`src/groc_pkg.sv`:
```
// ----------------------------------------------------------------------------
// groc_pkg
// Shared types and constants for the grid rectangle occupancy map.
// ----------------------------------------------------------------------------
package groc_pkg;

    // Default sizes for the top-level parameters
    localparam int unsigned DEF_MAX_COLUMNS = 16;
    localparam int unsigned DEF_MAX_ROWS    = 16;
    localparam int unsigned DEF_TAG_BITS    = 8;

    localparam int unsigned CFG_INDEX_W = 4;
    localparam int unsigned CFG_DATA_W  = 8;

    // Configuration register indexes
    localparam logic [CFG_INDEX_W-1:0] CFG_GRID_WIDTH       = 4'd0;
    localparam logic [CFG_INDEX_W-1:0] CFG_GRID_HEIGHT      = 4'd1;
    localparam logic [CFG_INDEX_W-1:0] CFG_MAX_ITEM_SIZE    = 4'd2;
    localparam logic [CFG_INDEX_W-1:0] CFG_TYPE_RESTRICTION = 4'd3;

    // Configuration reset values
    localparam logic [4:0] GRID_WIDTH_RST       = 5'd4;
    localparam logic [4:0] GRID_HEIGHT_RST      = 5'd4;
    localparam logic [2:0] MAX_ITEM_SIZE_RST    = 3'd7;
    localparam logic [3:0] TYPE_RESTRICTION_RST = 4'd0;

    typedef enum logic [2:0] {
        OP_CHECK  = 3'd0,
        OP_PLACE  = 3'd1,
        OP_REMOVE = 3'd2,
        OP_READ   = 3'd3,
        OP_CLEAR  = 3'd4
    } op_t;

    typedef enum logic [2:0] {
        STS_OK           = 3'd0,
        STS_BAD_INDEX    = 3'd1,
        STS_TOO_LARGE    = 3'd2,
        STS_WRONG_TYPE   = 3'd3,
        STS_BAD_DIMS     = 3'd4,
        STS_OUT_OF_BOUNDS = 3'd5,
        STS_OCCUPIED     = 3'd6
    } status_t;

    typedef enum logic [3:0] {
        CS_IDLE,
        CS_SWEEP,
        CS_CLEAR,
        CS_DECODE,
        CS_DIVIDE,
        CS_BOUNDS,
        CS_WALK,
        CS_DRAIN,
        CS_READ,
        CS_RESULT
    } ctrl_state_t;

    typedef struct packed {
        logic [2:0] opcode;
        logic [7:0] top_left;
        logic [4:0] item_width;
        logic [4:0] item_height;
        logic [7:0] item_tag;
        logic [2:0] item_size_class;
        logic [3:0] item_type;
    } groc_req_t;

    typedef struct packed {
        logic [2:0] status;
        logic [7:0] cell_owner;
    } groc_rsp_t;

    // Controller to datapath
    typedef struct packed {
        logic    load_req;
        logic    sweep_init;
        logic    sweep_step;
        logic    div_init;
        logic    div_step;
        logic    walk_init;
        logic    walk_step;
        logic    read_issue;
        logic    res_load;
        logic    res_owner;
        status_t res_status;
    } groc_cmd_t;

    // Datapath to controller
    typedef struct packed {
        logic [2:0] opcode;
        logic       idx_ok;
        logic       pre_fail;
        status_t    pre_status;
        logic       div_last;
        logic       oob;
        logic       dims_zero;
        logic       walk_last;
        logic       occ_hit;
        logic       sweep_last;
        logic       clear_pend;
    } groc_stat_t;

endpackage

```
`src/groc_ram.sv`:
```
// ----------------------------------------------------------------------------
// groc_ram
// Generic single-write, single-read RAM with registered read data.
// ----------------------------------------------------------------------------
module groc_ram #(
    parameter int unsigned WIDTH = 8,
    parameter int unsigned DEPTH = 256,
    localparam int unsigned AW = (DEPTH > 1) ? $clog2(DEPTH) : 1
) (
    input  logic             clk,
    input  logic             we,
    input  logic [AW-1:0]    waddr,
    input  logic [WIDTH-1:0] wdata,
    input  logic [AW-1:0]    raddr,
    output logic [WIDTH-1:0] rdata
);

    logic [WIDTH-1:0] mem_reg [DEPTH];
    logic [WIDTH-1:0] rdata_reg;

    always_ff @(posedge clk)
    begin
        if (we)
        begin
            mem_reg[waddr] <= wdata;
        end
        rdata_reg <= mem_reg[raddr];
    end

    assign rdata = rdata_reg;

endmodule

```
`src/groc_ctrl.sv`:
```
// ----------------------------------------------------------------------------
// groc_ctrl
// Sequencer: decodes a request and steps the datapath through the
// divide, bounds, cell walk, read and clearing phases.
// ----------------------------------------------------------------------------
module groc_ctrl (
    input  logic                 clk,
    input  logic                 rst_n,
    input  logic                 start,
    input  groc_pkg::groc_stat_t stat,
    output groc_pkg::groc_cmd_t  cmd,
    output logic                 busy,
    output logic                 done
);
    import groc_pkg::*;

    ctrl_state_t state_reg;
    ctrl_state_t state_next;

    always_ff @(posedge clk or negedge rst_n)
    begin
        if (!rst_n)
        begin
            state_reg <= CS_IDLE;
        end
        else
        begin
            state_reg <= state_next;
        end
    end

    always_comb
    begin
        state_next = state_reg;
        cmd        = '0;
        case (state_reg)
            CS_IDLE:
            begin
                if (stat.clear_pend)
                begin
                    cmd.sweep_init = 1'b1;
                    state_next     = CS_SWEEP;
                end
                else if (start)
                begin
                    cmd.load_req = 1'b1;
                    state_next   = CS_DECODE;
                end
            end
            CS_SWEEP:
            begin
                cmd.sweep_step = 1'b1;
                if (stat.sweep_last)
                begin
                    state_next = CS_IDLE;
                end
            end
            CS_CLEAR:
            begin
                cmd.sweep_step = 1'b1;
                if (stat.sweep_last)
                begin
                    cmd.res_load   = 1'b1;
                    cmd.res_status = STS_OK;
                    state_next     = CS_RESULT;
                end
            end
            CS_DECODE:
            begin
                case (stat.opcode)
                    OP_CHECK:
                    begin
                        if (!stat.idx_ok)
                        begin
                            cmd.res_load   = 1'b1;
                            cmd.res_status = STS_BAD_INDEX;
                            state_next     = CS_RESULT;
                        end
                        else if (stat.pre_fail)
                        begin
                            cmd.res_load   = 1'b1;
                            cmd.res_status = stat.pre_status;
                            state_next     = CS_RESULT;
                        end
                        else
                        begin
                            cmd.div_init = 1'b1;
                            state_next   = CS_DIVIDE;
                        end
                    end
                    OP_PLACE, OP_REMOVE:
                    begin
                        if (!stat.idx_ok)
                        begin
                            cmd.res_load   = 1'b1;
                            cmd.res_status = STS_BAD_INDEX;
                            state_next     = CS_RESULT;
                        end
                        else
                        begin
                            cmd.div_init = 1'b1;
                            state_next   = CS_DIVIDE;
                        end
                    end
                    OP_READ:
                    begin
                        if (!stat.idx_ok)
                        begin
                            cmd.res_load   = 1'b1;
                            cmd.res_status = STS_BAD_INDEX;
                            state_next     = CS_RESULT;
                        end
                        else
                        begin
                            cmd.read_issue = 1'b1;
                            state_next     = CS_READ;
                        end
                    end
                    OP_CLEAR:
                    begin
                        cmd.sweep_init = 1'b1;
                        state_next     = CS_CLEAR;
                    end
                    default:
                    begin
                        cmd.res_load   = 1'b1;
                        cmd.res_status = STS_OK;
                        state_next     = CS_RESULT;
                    end
                endcase
            end
            CS_DIVIDE:
            begin
                cmd.div_step = 1'b1;
                if (stat.div_last)
                begin
                    state_next = CS_BOUNDS;
                end
            end
            CS_BOUNDS:
            begin
                if (stat.oob)
                begin
                    cmd.res_load   = 1'b1;
                    cmd.res_status = STS_OUT_OF_BOUNDS;
                    state_next     = CS_RESULT;
                end
                else if (stat.dims_zero)
                begin
                    // empty rectangle on place/remove touches nothing
                    cmd.res_load   = 1'b1;
                    cmd.res_status = STS_OK;
                    state_next     = CS_RESULT;
                end
                else
                begin
                    cmd.walk_init = 1'b1;
                    state_next    = CS_WALK;
                end
            end
            CS_WALK:
            begin
                if (stat.occ_hit)
                begin
                    cmd.res_load   = 1'b1;
                    cmd.res_status = STS_OCCUPIED;
                    state_next     = CS_RESULT;
                end
                else
                begin
                    cmd.walk_step = 1'b1;
                    if (stat.walk_last)
                    begin
                        if (stat.opcode == OP_PLACE)
                        begin
                            cmd.res_load   = 1'b1;
                            cmd.res_status = STS_OK;
                            state_next     = CS_RESULT;
                        end
                        else
                        begin
                            state_next = CS_DRAIN;
                        end
                    end
                end
            end
            CS_DRAIN:
            begin
                // last read comes back here; remove writes it back meanwhile
                cmd.res_load   = 1'b1;
                cmd.res_status = stat.occ_hit ? STS_OCCUPIED : STS_OK;
                state_next     = CS_RESULT;
            end
            CS_READ:
            begin
                cmd.res_load   = 1'b1;
                cmd.res_owner  = 1'b1;
                cmd.res_status = STS_OK;
                state_next     = CS_RESULT;
            end
            CS_RESULT:
            begin
                state_next = CS_IDLE;
            end
            default:
            begin
                state_next = CS_IDLE;
            end
        endcase
    end

    assign busy = (state_reg != CS_IDLE) || stat.clear_pend;
    assign done = (state_reg == CS_RESULT);

endmodule

```
`src/groc_dp.sv`:
```
// ----------------------------------------------------------------------------
// groc_dp
// Datapath: configuration registers, request register, restoring divider
// for row/column, rectangle walk counters, clearing counter and the
// cell store port logic.
// ----------------------------------------------------------------------------
module groc_dp #(
    parameter int unsigned MAX_COLUMNS = groc_pkg::DEF_MAX_COLUMNS,
    parameter int unsigned MAX_ROWS    = groc_pkg::DEF_MAX_ROWS,
    parameter int unsigned TAG_BITS    = groc_pkg::DEF_TAG_BITS,
    localparam int unsigned CELL_COUNT = MAX_COLUMNS * MAX_ROWS,
    localparam int unsigned ADDR_W     = (CELL_COUNT > 1) ? $clog2(CELL_COUNT) : 1
) (
    input  logic                                clk,
    input  logic                                rst_n,
    input  groc_pkg::groc_req_t                 req,
    input  logic                                cfg_wr,
    input  logic [groc_pkg::CFG_INDEX_W-1:0]    cfg_index,
    input  logic [groc_pkg::CFG_DATA_W-1:0]     cfg_data,
    input  groc_pkg::groc_cmd_t                 cmd,
    output groc_pkg::groc_stat_t                stat,
    output groc_pkg::groc_rsp_t                 result,
    output logic                                ram_we,
    output logic [ADDR_W-1:0]                   ram_waddr,
    output logic [TAG_BITS-1:0]                 ram_wdata,
    output logic [ADDR_W-1:0]                   ram_raddr,
    input  logic [TAG_BITS-1:0]                 ram_rdata
);
    import groc_pkg::*;

    // grid registers are 5 bits wide, so never more than 31 in use
    localparam int unsigned COL_CAP = (MAX_COLUMNS > 31) ? 31 : MAX_COLUMNS;
    localparam int unsigned ROW_CAP = (MAX_ROWS > 31) ? 31 : MAX_ROWS;

    logic [4:0]          grid_width_reg;
    logic [4:0]          grid_height_reg;
    logic [2:0]          max_size_reg;
    logic [3:0]          type_restr_reg;
    logic                clear_pend_reg;
    logic                pipe_valid_reg;

    groc_req_t           req_reg;
    logic [4:0]          rem_reg;
    logic [7:0]          dvd_reg;
    logic [2:0]          div_cnt_reg;
    logic [4:0]          x_cnt_reg;
    logic [4:0]          y_cnt_reg;
    logic [ADDR_W-1:0]   row_base_reg;
    logic [ADDR_W-1:0]   pipe_addr_reg;
    logic [ADDR_W-1:0]   sweep_cnt_reg;
    status_t             status_reg;
    logic [7:0]          owner_reg;

    logic [4:0]          cols;
    logic [4:0]          rows;
    logic [9:0]          cell_total;
    logic [5:0]          div_trial;
    logic                div_ge;
    logic [ADDR_W-1:0]   walk_addr;
    logic                x_end;
    logic                y_end;
    logic [TAG_BITS-1:0] tag_val;
    logic                pre_fail;
    status_t             pre_status;

    assign cols = (grid_width_reg > 5'(COL_CAP)) ? 5'(COL_CAP) : grid_width_reg;
    assign rows = (grid_height_reg > 5'(ROW_CAP)) ? 5'(ROW_CAP) : grid_height_reg;
    assign cell_total = 10'(cols) * 10'(rows);
    assign tag_val = TAG_BITS'(req_reg.item_tag);

    // Control state
    always_ff @(posedge clk or negedge rst_n)
    begin
        if (!rst_n)
        begin
            grid_width_reg  <= GRID_WIDTH_RST;
            grid_height_reg <= GRID_HEIGHT_RST;
            max_size_reg    <= MAX_ITEM_SIZE_RST;
            type_restr_reg  <= TYPE_RESTRICTION_RST;
            clear_pend_reg  <= 1'b1;   // store is swept once after reset
            pipe_valid_reg  <= 1'b0;
        end
        else
        begin
            if (cmd.sweep_init)
            begin
                clear_pend_reg <= 1'b0;
            end
            if (cfg_wr)
            begin
                case (cfg_index)
                    CFG_GRID_WIDTH:
                    begin
                        grid_width_reg <= cfg_data[4:0];
                        clear_pend_reg <= 1'b1;
                    end
                    CFG_GRID_HEIGHT:
                    begin
                        grid_height_reg <= cfg_data[4:0];
                        clear_pend_reg  <= 1'b1;
                    end
                    CFG_MAX_ITEM_SIZE:
                    begin
                        max_size_reg <= cfg_data[2:0];
                    end
                    CFG_TYPE_RESTRICTION:
                    begin
                        type_restr_reg <= cfg_data[3:0];
                    end
                    default:
                    begin
                    end
                endcase
            end
            pipe_valid_reg <= cmd.walk_step && (req_reg.opcode != OP_PLACE);
        end
    end

    // Check-only tests ahead of the bounds test, in priority order
    always_comb
    begin
        pre_fail   = 1'b1;
        pre_status = STS_OK;
        if (req_reg.item_size_class > max_size_reg)
        begin
            pre_status = STS_TOO_LARGE;
        end
        else if (type_restr_reg != 4'd0 && req_reg.item_type != type_restr_reg)
        begin
            pre_status = STS_WRONG_TYPE;
        end
        else if (req_reg.item_width == 5'd0 || req_reg.item_height == 5'd0)
        begin
            pre_status = STS_BAD_DIMS;
        end
        else
        begin
            pre_fail = 1'b0;
        end
    end

    // Restoring divide of top_left by the column count, one bit a cycle.
    // Quotient shifts into dvd_reg, leaving row in dvd_reg, column in rem_reg.
    assign div_trial = {rem_reg, dvd_reg[7]};
    assign div_ge    = div_trial >= {1'b0, cols};

    assign walk_addr = row_base_reg + ADDR_W'(x_cnt_reg);
    assign x_end     = x_cnt_reg == (req_reg.item_width - 5'd1);
    assign y_end     = y_cnt_reg == (req_reg.item_height - 5'd1);

    always_ff @(posedge clk)
    begin
        if (cmd.load_req)
        begin
            req_reg <= req;
        end

        if (cmd.div_init)
        begin
            rem_reg     <= 5'd0;
            dvd_reg     <= req_reg.top_left;
            div_cnt_reg <= 3'd0;
        end
        else if (cmd.div_step)
        begin
            rem_reg     <= div_ge ? 5'(div_trial - {1'b0, cols}) : div_trial[4:0];
            dvd_reg     <= {dvd_reg[6:0], div_ge};
            div_cnt_reg <= div_cnt_reg + 3'd1;
        end

        if (cmd.walk_init)
        begin
            x_cnt_reg    <= 5'd0;
            y_cnt_reg    <= 5'd0;
            row_base_reg <= ADDR_W'(req_reg.top_left);
        end
        else if (cmd.walk_step)
        begin
            if (x_end)
            begin
                x_cnt_reg    <= 5'd0;
                y_cnt_reg    <= y_cnt_reg + 5'd1;
                row_base_reg <= row_base_reg + ADDR_W'(cols);
            end
            else
            begin
                x_cnt_reg <= x_cnt_reg + 5'd1;
            end
        end
        pipe_addr_reg <= walk_addr;

        if (cmd.sweep_init)
        begin
            sweep_cnt_reg <= '0;
        end
        else if (cmd.sweep_step)
        begin
            sweep_cnt_reg <= sweep_cnt_reg + ADDR_W'(1);
        end

        if (cmd.res_load)
        begin
            status_reg <= cmd.res_status;
            owner_reg  <= cmd.res_owner ? 8'(ram_rdata) : 8'd0;
        end
    end

    // Store port: sweep, place writes, remove write-back in the cycle after the read
    always_comb
    begin
        ram_we    = 1'b0;
        ram_waddr = sweep_cnt_reg;
        ram_wdata = '0;
        if (cmd.sweep_step)
        begin
            ram_we = 1'b1;
        end
        else if (cmd.walk_step && req_reg.opcode == OP_PLACE)
        begin
            ram_we    = 1'b1;
            ram_waddr = walk_addr;
            ram_wdata = tag_val;
        end
        else if (pipe_valid_reg && req_reg.opcode == OP_REMOVE && ram_rdata == tag_val)
        begin
            ram_we    = 1'b1;
            ram_waddr = pipe_addr_reg;
        end
    end

    assign ram_raddr = cmd.read_issue ? ADDR_W'(req_reg.top_left) : walk_addr;

    always_comb
    begin
        stat.opcode     = req_reg.opcode;
        stat.idx_ok     = {2'b00, req_reg.top_left} < cell_total;
        stat.pre_fail   = pre_fail;
        stat.pre_status = pre_status;
        stat.div_last   = div_cnt_reg == 3'd7;
        stat.oob        = ((6'(rem_reg) + 6'(req_reg.item_width)) > 6'(cols))
                       || ((9'(dvd_reg) + 9'(req_reg.item_height)) > 9'(rows));
        stat.dims_zero  = (req_reg.item_width == 5'd0) || (req_reg.item_height == 5'd0);
        stat.walk_last  = x_end && y_end;
        stat.occ_hit    = pipe_valid_reg && (req_reg.opcode == OP_CHECK)
                       && (ram_rdata != '0);
        stat.sweep_last = sweep_cnt_reg == ADDR_W'(CELL_COUNT - 1);
        stat.clear_pend = clear_pend_reg;
    end

    assign result.status     = status_reg;
    assign result.cell_owner = owner_reg;

endmodule

```
`src/grid_rectangle_occupancy_map.sv`:
```
// ----------------------------------------------------------------------------
// grid_rectangle_occupancy_map
// Occupancy grid of item tags with check, place, remove, read and clear.
// ----------------------------------------------------------------------------
// A request is taken when start is high and busy is low; its single result
// appears on result for exactly one cycle with done high and must be taken
// then, since the block cannot be stalled. Check, place and remove run the
// row/column divider, then a bounds test, then walk the rectangle through
// the single store port one cell per cycle; check stops early at the first
// occupied cell. Read fetches one cell, and clear sweeps the whole store.
// Out-of-bounds requests and empty place/remove rectangles end after the
// bounds test, and requests that fail an early test end at decode. After
// reset, and after each write of grid_width or grid_height, all
// MAX_COLUMNS*MAX_ROWS cells of the store are swept to zero with busy high;
// configuration writes are always taken (cfg_ready stays high).
module grid_rectangle_occupancy_map #(
    parameter int unsigned MAX_COLUMNS = groc_pkg::DEF_MAX_COLUMNS,
    parameter int unsigned MAX_ROWS    = groc_pkg::DEF_MAX_ROWS,
    parameter int unsigned TAG_BITS    = groc_pkg::DEF_TAG_BITS
) (
    input  logic                             clk,
    input  logic                             rst_n,
    input  logic                             start,
    output logic                             busy,
    input  groc_pkg::groc_req_t              req,
    output logic                             done,
    output groc_pkg::groc_rsp_t              result,
    input  logic                             cfg_valid,
    output logic                             cfg_ready,
    input  logic [groc_pkg::CFG_INDEX_W-1:0] cfg_index,
    input  logic [groc_pkg::CFG_DATA_W-1:0]  cfg_data
);
    import groc_pkg::*;

    localparam int unsigned CELL_COUNT = MAX_COLUMNS * MAX_ROWS;
    localparam int unsigned ADDR_W     = (CELL_COUNT > 1) ? $clog2(CELL_COUNT) : 1;

    groc_cmd_t           cmd;
    groc_stat_t          stat;
    logic                ram_we;
    logic [ADDR_W-1:0]   ram_waddr;
    logic [ADDR_W-1:0]   ram_raddr;
    logic [TAG_BITS-1:0] ram_wdata;
    logic [TAG_BITS-1:0] ram_rdata;

    assign cfg_ready = 1'b1;

    groc_ctrl u_ctrl (
        .clk   (clk),
        .rst_n (rst_n),
        .start (start),
        .stat  (stat),
        .cmd   (cmd),
        .busy  (busy),
        .done  (done)
    );

    groc_dp #(
        .MAX_COLUMNS (MAX_COLUMNS),
        .MAX_ROWS    (MAX_ROWS),
        .TAG_BITS    (TAG_BITS)
    ) u_dp (
        .clk       (clk),
        .rst_n     (rst_n),
        .req       (req),
        .cfg_wr    (cfg_valid && cfg_ready),
        .cfg_index (cfg_index),
        .cfg_data  (cfg_data),
        .cmd       (cmd),
        .stat      (stat),
        .result    (result),
        .ram_we    (ram_we),
        .ram_waddr (ram_waddr),
        .ram_wdata (ram_wdata),
        .ram_raddr (ram_raddr),
        .ram_rdata (ram_rdata)
    );

    groc_ram #(
        .WIDTH (TAG_BITS),
        .DEPTH (CELL_COUNT)
    ) u_store (
        .clk   (clk),
        .we    (ram_we),
        .waddr (ram_waddr),
        .wdata (ram_wdata),
        .raddr (ram_raddr),
        .rdata (ram_rdata)
    );

endmodule

```
`config.mk`:
```
export PLATFORM = sky130hd
export DESIGN_NAME = grid_rectangle_occupancy_map
export DESIGN_NICKNAME = d
export VERILOG_FILES = /design/src/groc_pkg.sv /design/src/groc_ram.sv /design/src/groc_ctrl.sv /design/src/groc_dp.sv /design/src/grid_rectangle_occupancy_map.sv
export SDC_FILE = /design/constraint.sdc
export NUM_CORES = 2
export LEC_CHECK = 0
export BUFFER_PORTS_ARGS = -buffer_cell sky130_fd_sc_hd__buf_2
export CAP_MARGIN = 20
export CORE_UTILIZATION = 25
export DETAILED_ROUTE_END_ITERATION = 8
export GPL_TIMING_DRIVEN = 0
export PLACE_DENSITY = 0.39
export SLEW_MARGIN = 20
export SYNTH_ARGS = -nofsm -noshare
export SYNTH_HDL_FRONTEND = slang
export SYNTH_SLANG_ARGS = --single-unit
```
`constraint.sdc`:
```
create_clock -name clk -period 7.9 [get_ports clk]
set_input_delay 2.37 -clock clk [delete_from_list [all_inputs] [get_ports clk]]
set_output_delay 2.37 -clock clk [all_outputs]
set_load 0.05 [all_outputs]
```
# Word-level counts from Yosys, hierarchy flattened
# Memories as Yosys holds them, arrays and structs flattened. A register that Yosys moved wholly into a read port is not among the register bits.
# Cells that the tools add are included.
dict set report classes {
  bitwise 0
  n_mux 83
  multipliers 1
  n_shift 0
  eq_ne 28
  n_div 0
  add_sub_neg 11
  magnitude_cmp 7
  n_reduce_logical 35
}
# op count
set ops {}
lappend ops {{$mux 8} 11}
lappend ops {{$mux 4} 13}
lappend ops {{$mux 1} 40}
lappend ops {{$pmux 4 s8} 1}
lappend ops {{$mux 3} 7}
lappend ops {{$mux 5} 4}
lappend ops {{$add 8x5->8} 2}
lappend ops {{$eq 4x2->1 const B} 4}
lappend ops {{$eq 4x3->1 const B} 4}
lappend ops {{$pmux 4 s4} 1}
lappend ops {{$reduce_and 2->1} 6}
lappend ops {{$add 5x1->5 const B} 2}
lappend ops {{$eq 5x5->1} 2}
lappend ops {{$gt 5x5->1 const B} 2}
lappend ops {{$logic_not 5->1} 2}
lappend ops {{$lt 8x10->1} 1}
lappend ops {{$mul 5x5->10} 1}
lappend ops {{$reduce_or 2->1} 5}
lappend ops {{$sub 5x1->5 const B} 2}
lappend ops {{$add 8x5->9} 1}
lappend ops {{$gt 9x5->1} 1}
lappend ops {{$pmux 3 s3} 1}
lappend ops {{$add 8x1->8 const B} 1}
lappend ops {{$eq 4x1->1 const B} 2}
lappend ops {{other kinds (29)} 49}
dict set report totals {
  romBits 0
  ff_bits 120
  memories 1
  latchBits 0
  ramBits 2048
  in_bits 52
}
# memory depth word_bits rd rd_ports_with_merged_regs write_ports line
set mem_list {}
lappend mem_list {u_store.mem_reg 256 8 1 1 1 groc_ram.sv:18} ;# logic [WIDTH-1:0] mem_reg [DEPTH];

# Logic depth before layout (Yosys ltp)
dict set report logic_depth {
  word_depth 10
  ltp_mapped 32
  ltp_nobuf 26
}

# Hierarchy
# A second synthesis with hierarchy kept.
dict set report unflattened {
  cells_unflattened 4536
  hier_area_um2 87659.1
}
# mod n_inst cells_per_inst area_per_inst_um2 seq_area_each_um2
set by_module_without_submodules {}
lappend by_module_without_submodules {groc_ram 1 3733 79556.3 61659.1}
lappend by_module_without_submodules {groc_dp 1 706 7337.0 3055.4}
lappend by_module_without_submodules {groc_ctrl 1 95 754.5 100.1}
lappend by_module_without_submodules {grid_rectangle_occupancy_map 1 2 11.3 0.0}

# Worst setup path after synthesis
# No wires, ideal clock.
dict set report synth_path {
  path_type {flip-flop to flip-flop}
  start {register u_dp.grid_width_reg[4]}
  end {register u_store.rdata_reg[6] (netlist: u_store.rdata[6]) (read register of u_store.mem_reg)}
  path_stages_with_launch 29
  period_less_slack_ps 6427
  path_buffers 4
  t_required_ps 7797
  arrival_time_ps 6324
  setup_slack_ps 1473
  path_cell_list {dfrtp_1 > clkinv_1 > nand2_1 > inv_1 > nand2_1 > fa_1 > fa_1 > fa_1 > inv_1 > ha_1 > o21a_1 > nand2_1 > nand2b_1 > a21oi_1 > xor2_1 > ha_1 > a211oi_1 > a31oi_2 > and4_4 > buf_6 > o311a_4 > buf_6 > buf_8 > buf_6 > mux2i_1 > a222oi_1 > a211oi_1 > a211o_1 > a2111oi_2}
}
dict set report synth_via {
  elab_chain_cells 8
}
# item line
set synth_lines {}
lappend synth_lines {{start, declared} groc_dp.sv:35} ;# logic [4:0] grid_width_reg;
lappend synth_lines {{start signal, assigned} groc_dp.sv:94} ;# grid_width_reg <= cfg_data[4:0];
lappend synth_lines {{$gt 5x5->1} groc_dp.sv:66} ;# assign cols = (grid_width_reg > 5'(COL_CAP)) ? 5'(COL_CAP) : grid_width_reg;
lappend synth_lines {{$mux 5 (*)} groc_dp.sv:66}
lappend synth_lines {{$mul 5x5->10 (*)} groc_dp.sv:68} ;# assign cell_total = 10'(cols) * 10'(rows);
lappend synth_lines {{$lt 8x10->1 (*)} groc_dp.sv:236} ;# stat.idx_ok = {2'b00, req_reg.top_left} < cell_total;
lappend synth_lines {{$mux 1 (*)} groc_ctrl.sv:107} ;# if (!stat.idx_ok)
lappend synth_lines {{$mux 1 (*)} groc_ctrl.sv:70} ;# case (stat.opcode)
lappend synth_lines {{$mux 1 (*)} groc_ctrl.sv:36} ;# case (state_reg)
lappend synth_lines {{$mux 8 (*)} groc_dp.sv:231} ;# assign ram_raddr = cmd.read_issue ? ADDR_W'(req_reg.top_left) : walk_addr;
lappend synth_lines {{end, declared} groc_ram.sv:19} ;# logic [WIDTH-1:0] rdata_reg;
# Every way passes the cells marked *; elsewhere a longest branch is shown, timed or not.
# A chain may end at the register's enable or synchronous reset.

# Final worst setup path
dict set report layout_path {
  start {register u_dp.grid_width_reg[2]}
  end {register u_store.rdata_reg[3] (netlist: u_store.rdata[3]) (read register of u_store.mem_reg)}
}
# Same word-level chain as after synthesis.

==> results <==
- The critical path contains buffers and inverters numbering 5 combined.
- The number of cell instances on the worst register-to-register path is 26.
- The share of async-settable or async-resettable flops after synthesis is 1.06%.
- The utilization after layout is 30.3%.
- The gate family responsible for the most delay along the worst path is compound AO/OA/AOI/OAI gates.
- The initial core utilization is approximately a quarter.
- The TritonCTS clock tree is done.
- The final sum of negative setup slack is -0.0295 ns.
- The post-route clock skew is between 0.09 and 0.1 ns.
- The area of the die is 0.359 mm2.
- Setup repair after global routing could not meet its margin everywhere.
- In this run the power density over the cells is 238 mW/mm2.
- The final max-slew violation count is 0.
- The final layout contains routed wiring with a total length of 378,000 um.
- Before antenna repair, the detailed router went through 7 iterations.
- The total track usage is 20.5%.
- The worst setup path is launched from a flop.
- The transition at the pin with the smallest max-transition slack is 1.32 ns.
- The number of cell rows is roughly 220.
- Summing the sequential cell areas from Yosys gives 72.8% of the chip area.
- Setup violations remaining at the end of the flow were counted as 1.
- The detailed router finished its first iteration with 7,508 violations.
- In the post-route analysis, the smallest setup slack over all paths is -0.0295 ns.
- The number of buffers inserted by hold repair at cts is 0.
- The commonest non-fill, non-tap cell in the layout is edfxtp_1.
- After detailed routing, the number of vias per cell comes to 5.06.
- The largest buffer count on any clock path is 4.
- The ratio of cells with drive above 1 in the final layout is between 10% and 20%.
- The critical register-to-register path endpoint is u_store.rdata[3].
- The clock input transition at the sequential cells of the worst setup and hold paths is 0.06 ns.
- In this run the critical register-to-register path is launched from u_dp.grid_width_reg[2].
- The summed instance area of the synthesized netlist is 0.0891 mm2.
- During placement, the flow inserted port buffers numbering 61.
- The number of warning messages in the yosys log is 0.
- The worst register-to-register path has a setup slack of -0.03 ns.
- The global-route wire length before repair is 498,000 um.
- For this run, the post-layout net count is 6,547.
- The final route contains 57,400 vias.
- Of all nets on the critical path, the largest fanout is 10.
- For this run, the leading register cell type out of synthesis is edfxtp_1.
- The later-pin clock latency in the skew report is 0.96 ns.
- The H-tree generated during clock tree synthesis spans 4 levels.
- Counting every net in the synthesized netlist gives approximately 6,000.
- The number of cells produced by synthesis is 5,976.
- The synthesized flop and latch total is 2,176.
- The final critical-path share of the clock period is 100%.
- The top cell types in the final layout, fill and taps aside, are edfxtp_1, nand2_1, mux2i_1.
- Each instance of the synthesized netlist takes up on average roughly 15 um2.
- The congestion estimate from routability-driven global placement came to 1.02.
- For this run, the number of standard cells in the final layout without fillers is 11,300.
- The total overflow left after global routing is 0.
- In the final routed layout, each cell accounts on average for 33.3 um.
- The final hold violation count is 0.
- The I/O pin count is 66.
- The routed design could run at a clock period as short as roughly 7.9 ns.
- The origin of the worst setup path is u_dp.grid_width_reg[2].
- The capturing element of the worst setup path is u_store.rdata[3].
- Overall power consumption after layout is estimated at 25,500 uW.
- The largest net degree at the start of global routing is 73.
- The area overhead of the layout relative to synthesis is 20.3%.
- The arrival time at the worst endpoint is between 8 and 9 ns.
- The largest incremental delay on the critical path is approximately 1.1 ns.
- The path type of the worst setup path is reg -> reg.
- The highest ir drop seen on vdd is 0.200 mV.
- The worst hold-check path type is reg -> reg.
- The number of clock buffers added by TritonCTS is 238.
- The maximum operating frequency is around 130 MHz.
- The wire-length estimate of the detail-placed layout is around 280,000 um.
- The number of max-cap violations is 0.
- STA puts the critical path data required time at 8.65 ns.
- For this run, design rule violations remaining after detail routing come to 0.
- The number of antenna violations at the first check in global routing is around 40.
- In this run, distinct cell masters in the synthesized netlist total 87.
- The analysis attributes to cell leakage a power of 0.0327 uW.
- The number of fill cells in the layout is 35,300.
- The remaining max-slew budget at the tightest pin is 11.6%.
- The tree is rooted in a clkbuf_16.
- Measured along the x axis, the die boundary spans roughly 600 um.
- The slowest library cell on the worst path is a222oi_1.
- The number of flip-flops in the largest register is 2,048.
- The flow ran to the end, but the final reports show violations.
- Including well taps, the total number of placed cells is 10,800.
- The via count of the first global-routing pass came to between 50,000 and 60,000.
- In this run, synthesis inferred 2,111 flip-flops with an integrated enable.
- In this run the number of cells on the critical path is 26.
- The die boundary height is between 500 and 600 um.
- The kind of end point of the critical path is a flop.
- The core region is 0.353 mm2.
- The clock net sink count is 2,176.
- The checks that failed: setup timing.
- The count of nets left with antenna violations once routing finished came out at 0.
[worst min path at each step]
stage,depth (start not counted),startpoint,to
2_1_floorplan,2,u_dp.clear_pend_reg,u_dp.clear_pend_reg
3_3_place_gp,2,u_dp.div_cnt_reg[1],u_dp.div_cnt_reg[1]
3_5_place_dp,1,u_dp.grid_height_reg[3],u_dp.grid_height_reg[3]
4_1_cts,2,u_dp.clear_pend_reg,u_dp.clear_pend_reg
5_1_grt,1,u_dp.grid_height_reg[3],u_dp.grid_height_reg[3]
6_report,1,u_dp.grid_height_reg[3],u_dp.grid_height_reg[3]
[worst register-to-register path: stages (launching register included)]
cell	delay [ns]
dfstp_2	0.59
nand2_8	0.07
inv_4	0.07
nand2_2	0.06
fa_1	0.56
fa_1	0.45
fa_1	0.53
inv_2	0.05
ha_4	0.22
o21a_1	0.21
nand2_2	0.07
nand2b_1	0.07
a21oi_2	0.15
xor2_1	0.17
ha_1	0.28
a211oi_2	0.32
a31oi_4	0.14
and4_4	0.25
o21ai_1	0.23
o31ai_4	0.17
buf_4	0.27
clkbuf_8	0.26
clkbuf_2	0.31
a222oi_1	1.09
a211oi_2	0.36
a211oi_2	0.37
o2111a_2	0.50
[cell families after synthesis]
family	Yosys count	synth area share (%)
AOI/OAI and AO/OA	917	8.13
xor gates and xnor gates	65	0.639
adders and majority gates	84	1.30
buffers and inverters	445	2.55
DFF	2176	72.8
muxes	517	5.84
other	1	0.00421
and+or+nand+nor	1771	8.77
[timing repair]
action,4_1_cts,5_1_grt
setup buffers,35,33
pin swaps,42,35
gates resized for setup,388,149
setup endpoints to repair,8,8
cloned,0,1
[cell type report]
type                    instances  area, um2  share of cell area (%)
diodes                          9       22.5                  0.0210
plain buffers                 383       2700                    2.52
clock buffers                 292       6300                    5.88
clock inverters               140       1160                    1.08
inverters                      54        216                   0.202
multi-input cells            3355      23600                    22.0
flip-flops and latches       2176      64800                    60.5
well taps                    4730       5920                    5.52
repair buffers                203       2430                    2.27
[cells in the mapped netlist, drive strengths merged, types with 10 or more instances]
cell type     n  area (um2)
edfxtp     2111       63400
buf         202        1360
o221ai       32         280
mux2i       495        4950
o31ai        20         150
a21o         12        90.1
a311oi      169        1490
and2         21         134
a211oi      204        1570
o311ai       15         149
fa           14         280
xnor2        40         350
a211o        13         114
dfxtp        42         841
inv          52         195
nand3       126         631
nor2b        18         113
ha           70         876
a31oi        61         394
and3        234        1460
a2111oi      10         100
o311a        13         141
o22ai        72         450
xor2         25         219
a21oi        47         235
a32oi        38         333
mux2         22         248
a222oi       74         741
o21ai        61         313
nand2       901        3390
nand4        38         238
nor4         21         131
dfrtp        17         425
o21a         14         105
nor2        360        1350
nor3         16        80.1
clkbuf      189         709
[metal layers]
metal  up-vias  wire length, um  GRT usage, %  share of wire, %
met5         -              137             0             0.036
met4        20            15600          7.52               4.1
met3       579            29900          4.68               7.9
met2      2370           167000          31.5                44
met1     30300           165000          28.1                44
li1      24200                -             -                 -
[power breakdown]
| part | internal (uW) | switching, uW | total (uW) |
|---|---|---|---|
| clock | 6240 | 4770 | 11000 |
| sequential | 12500 | 24.0 | 12500 |
| combinational | 689 | 1330 | 2020 |
[per-stage QoR]
step	hold WS, ns	setup slack [ns]	cell area (um2)
global route	0.525	-0.0313	107000
CTS	0.515	0.00146	106000
finish	0.515	-0.0295	107000
detailed placement	0.493	-3.17	97100
floorplan	0.465	1.47	89100
global placement	0.481	-5.80	95300
Note: power is estimated with default switching activity, not from simulation.
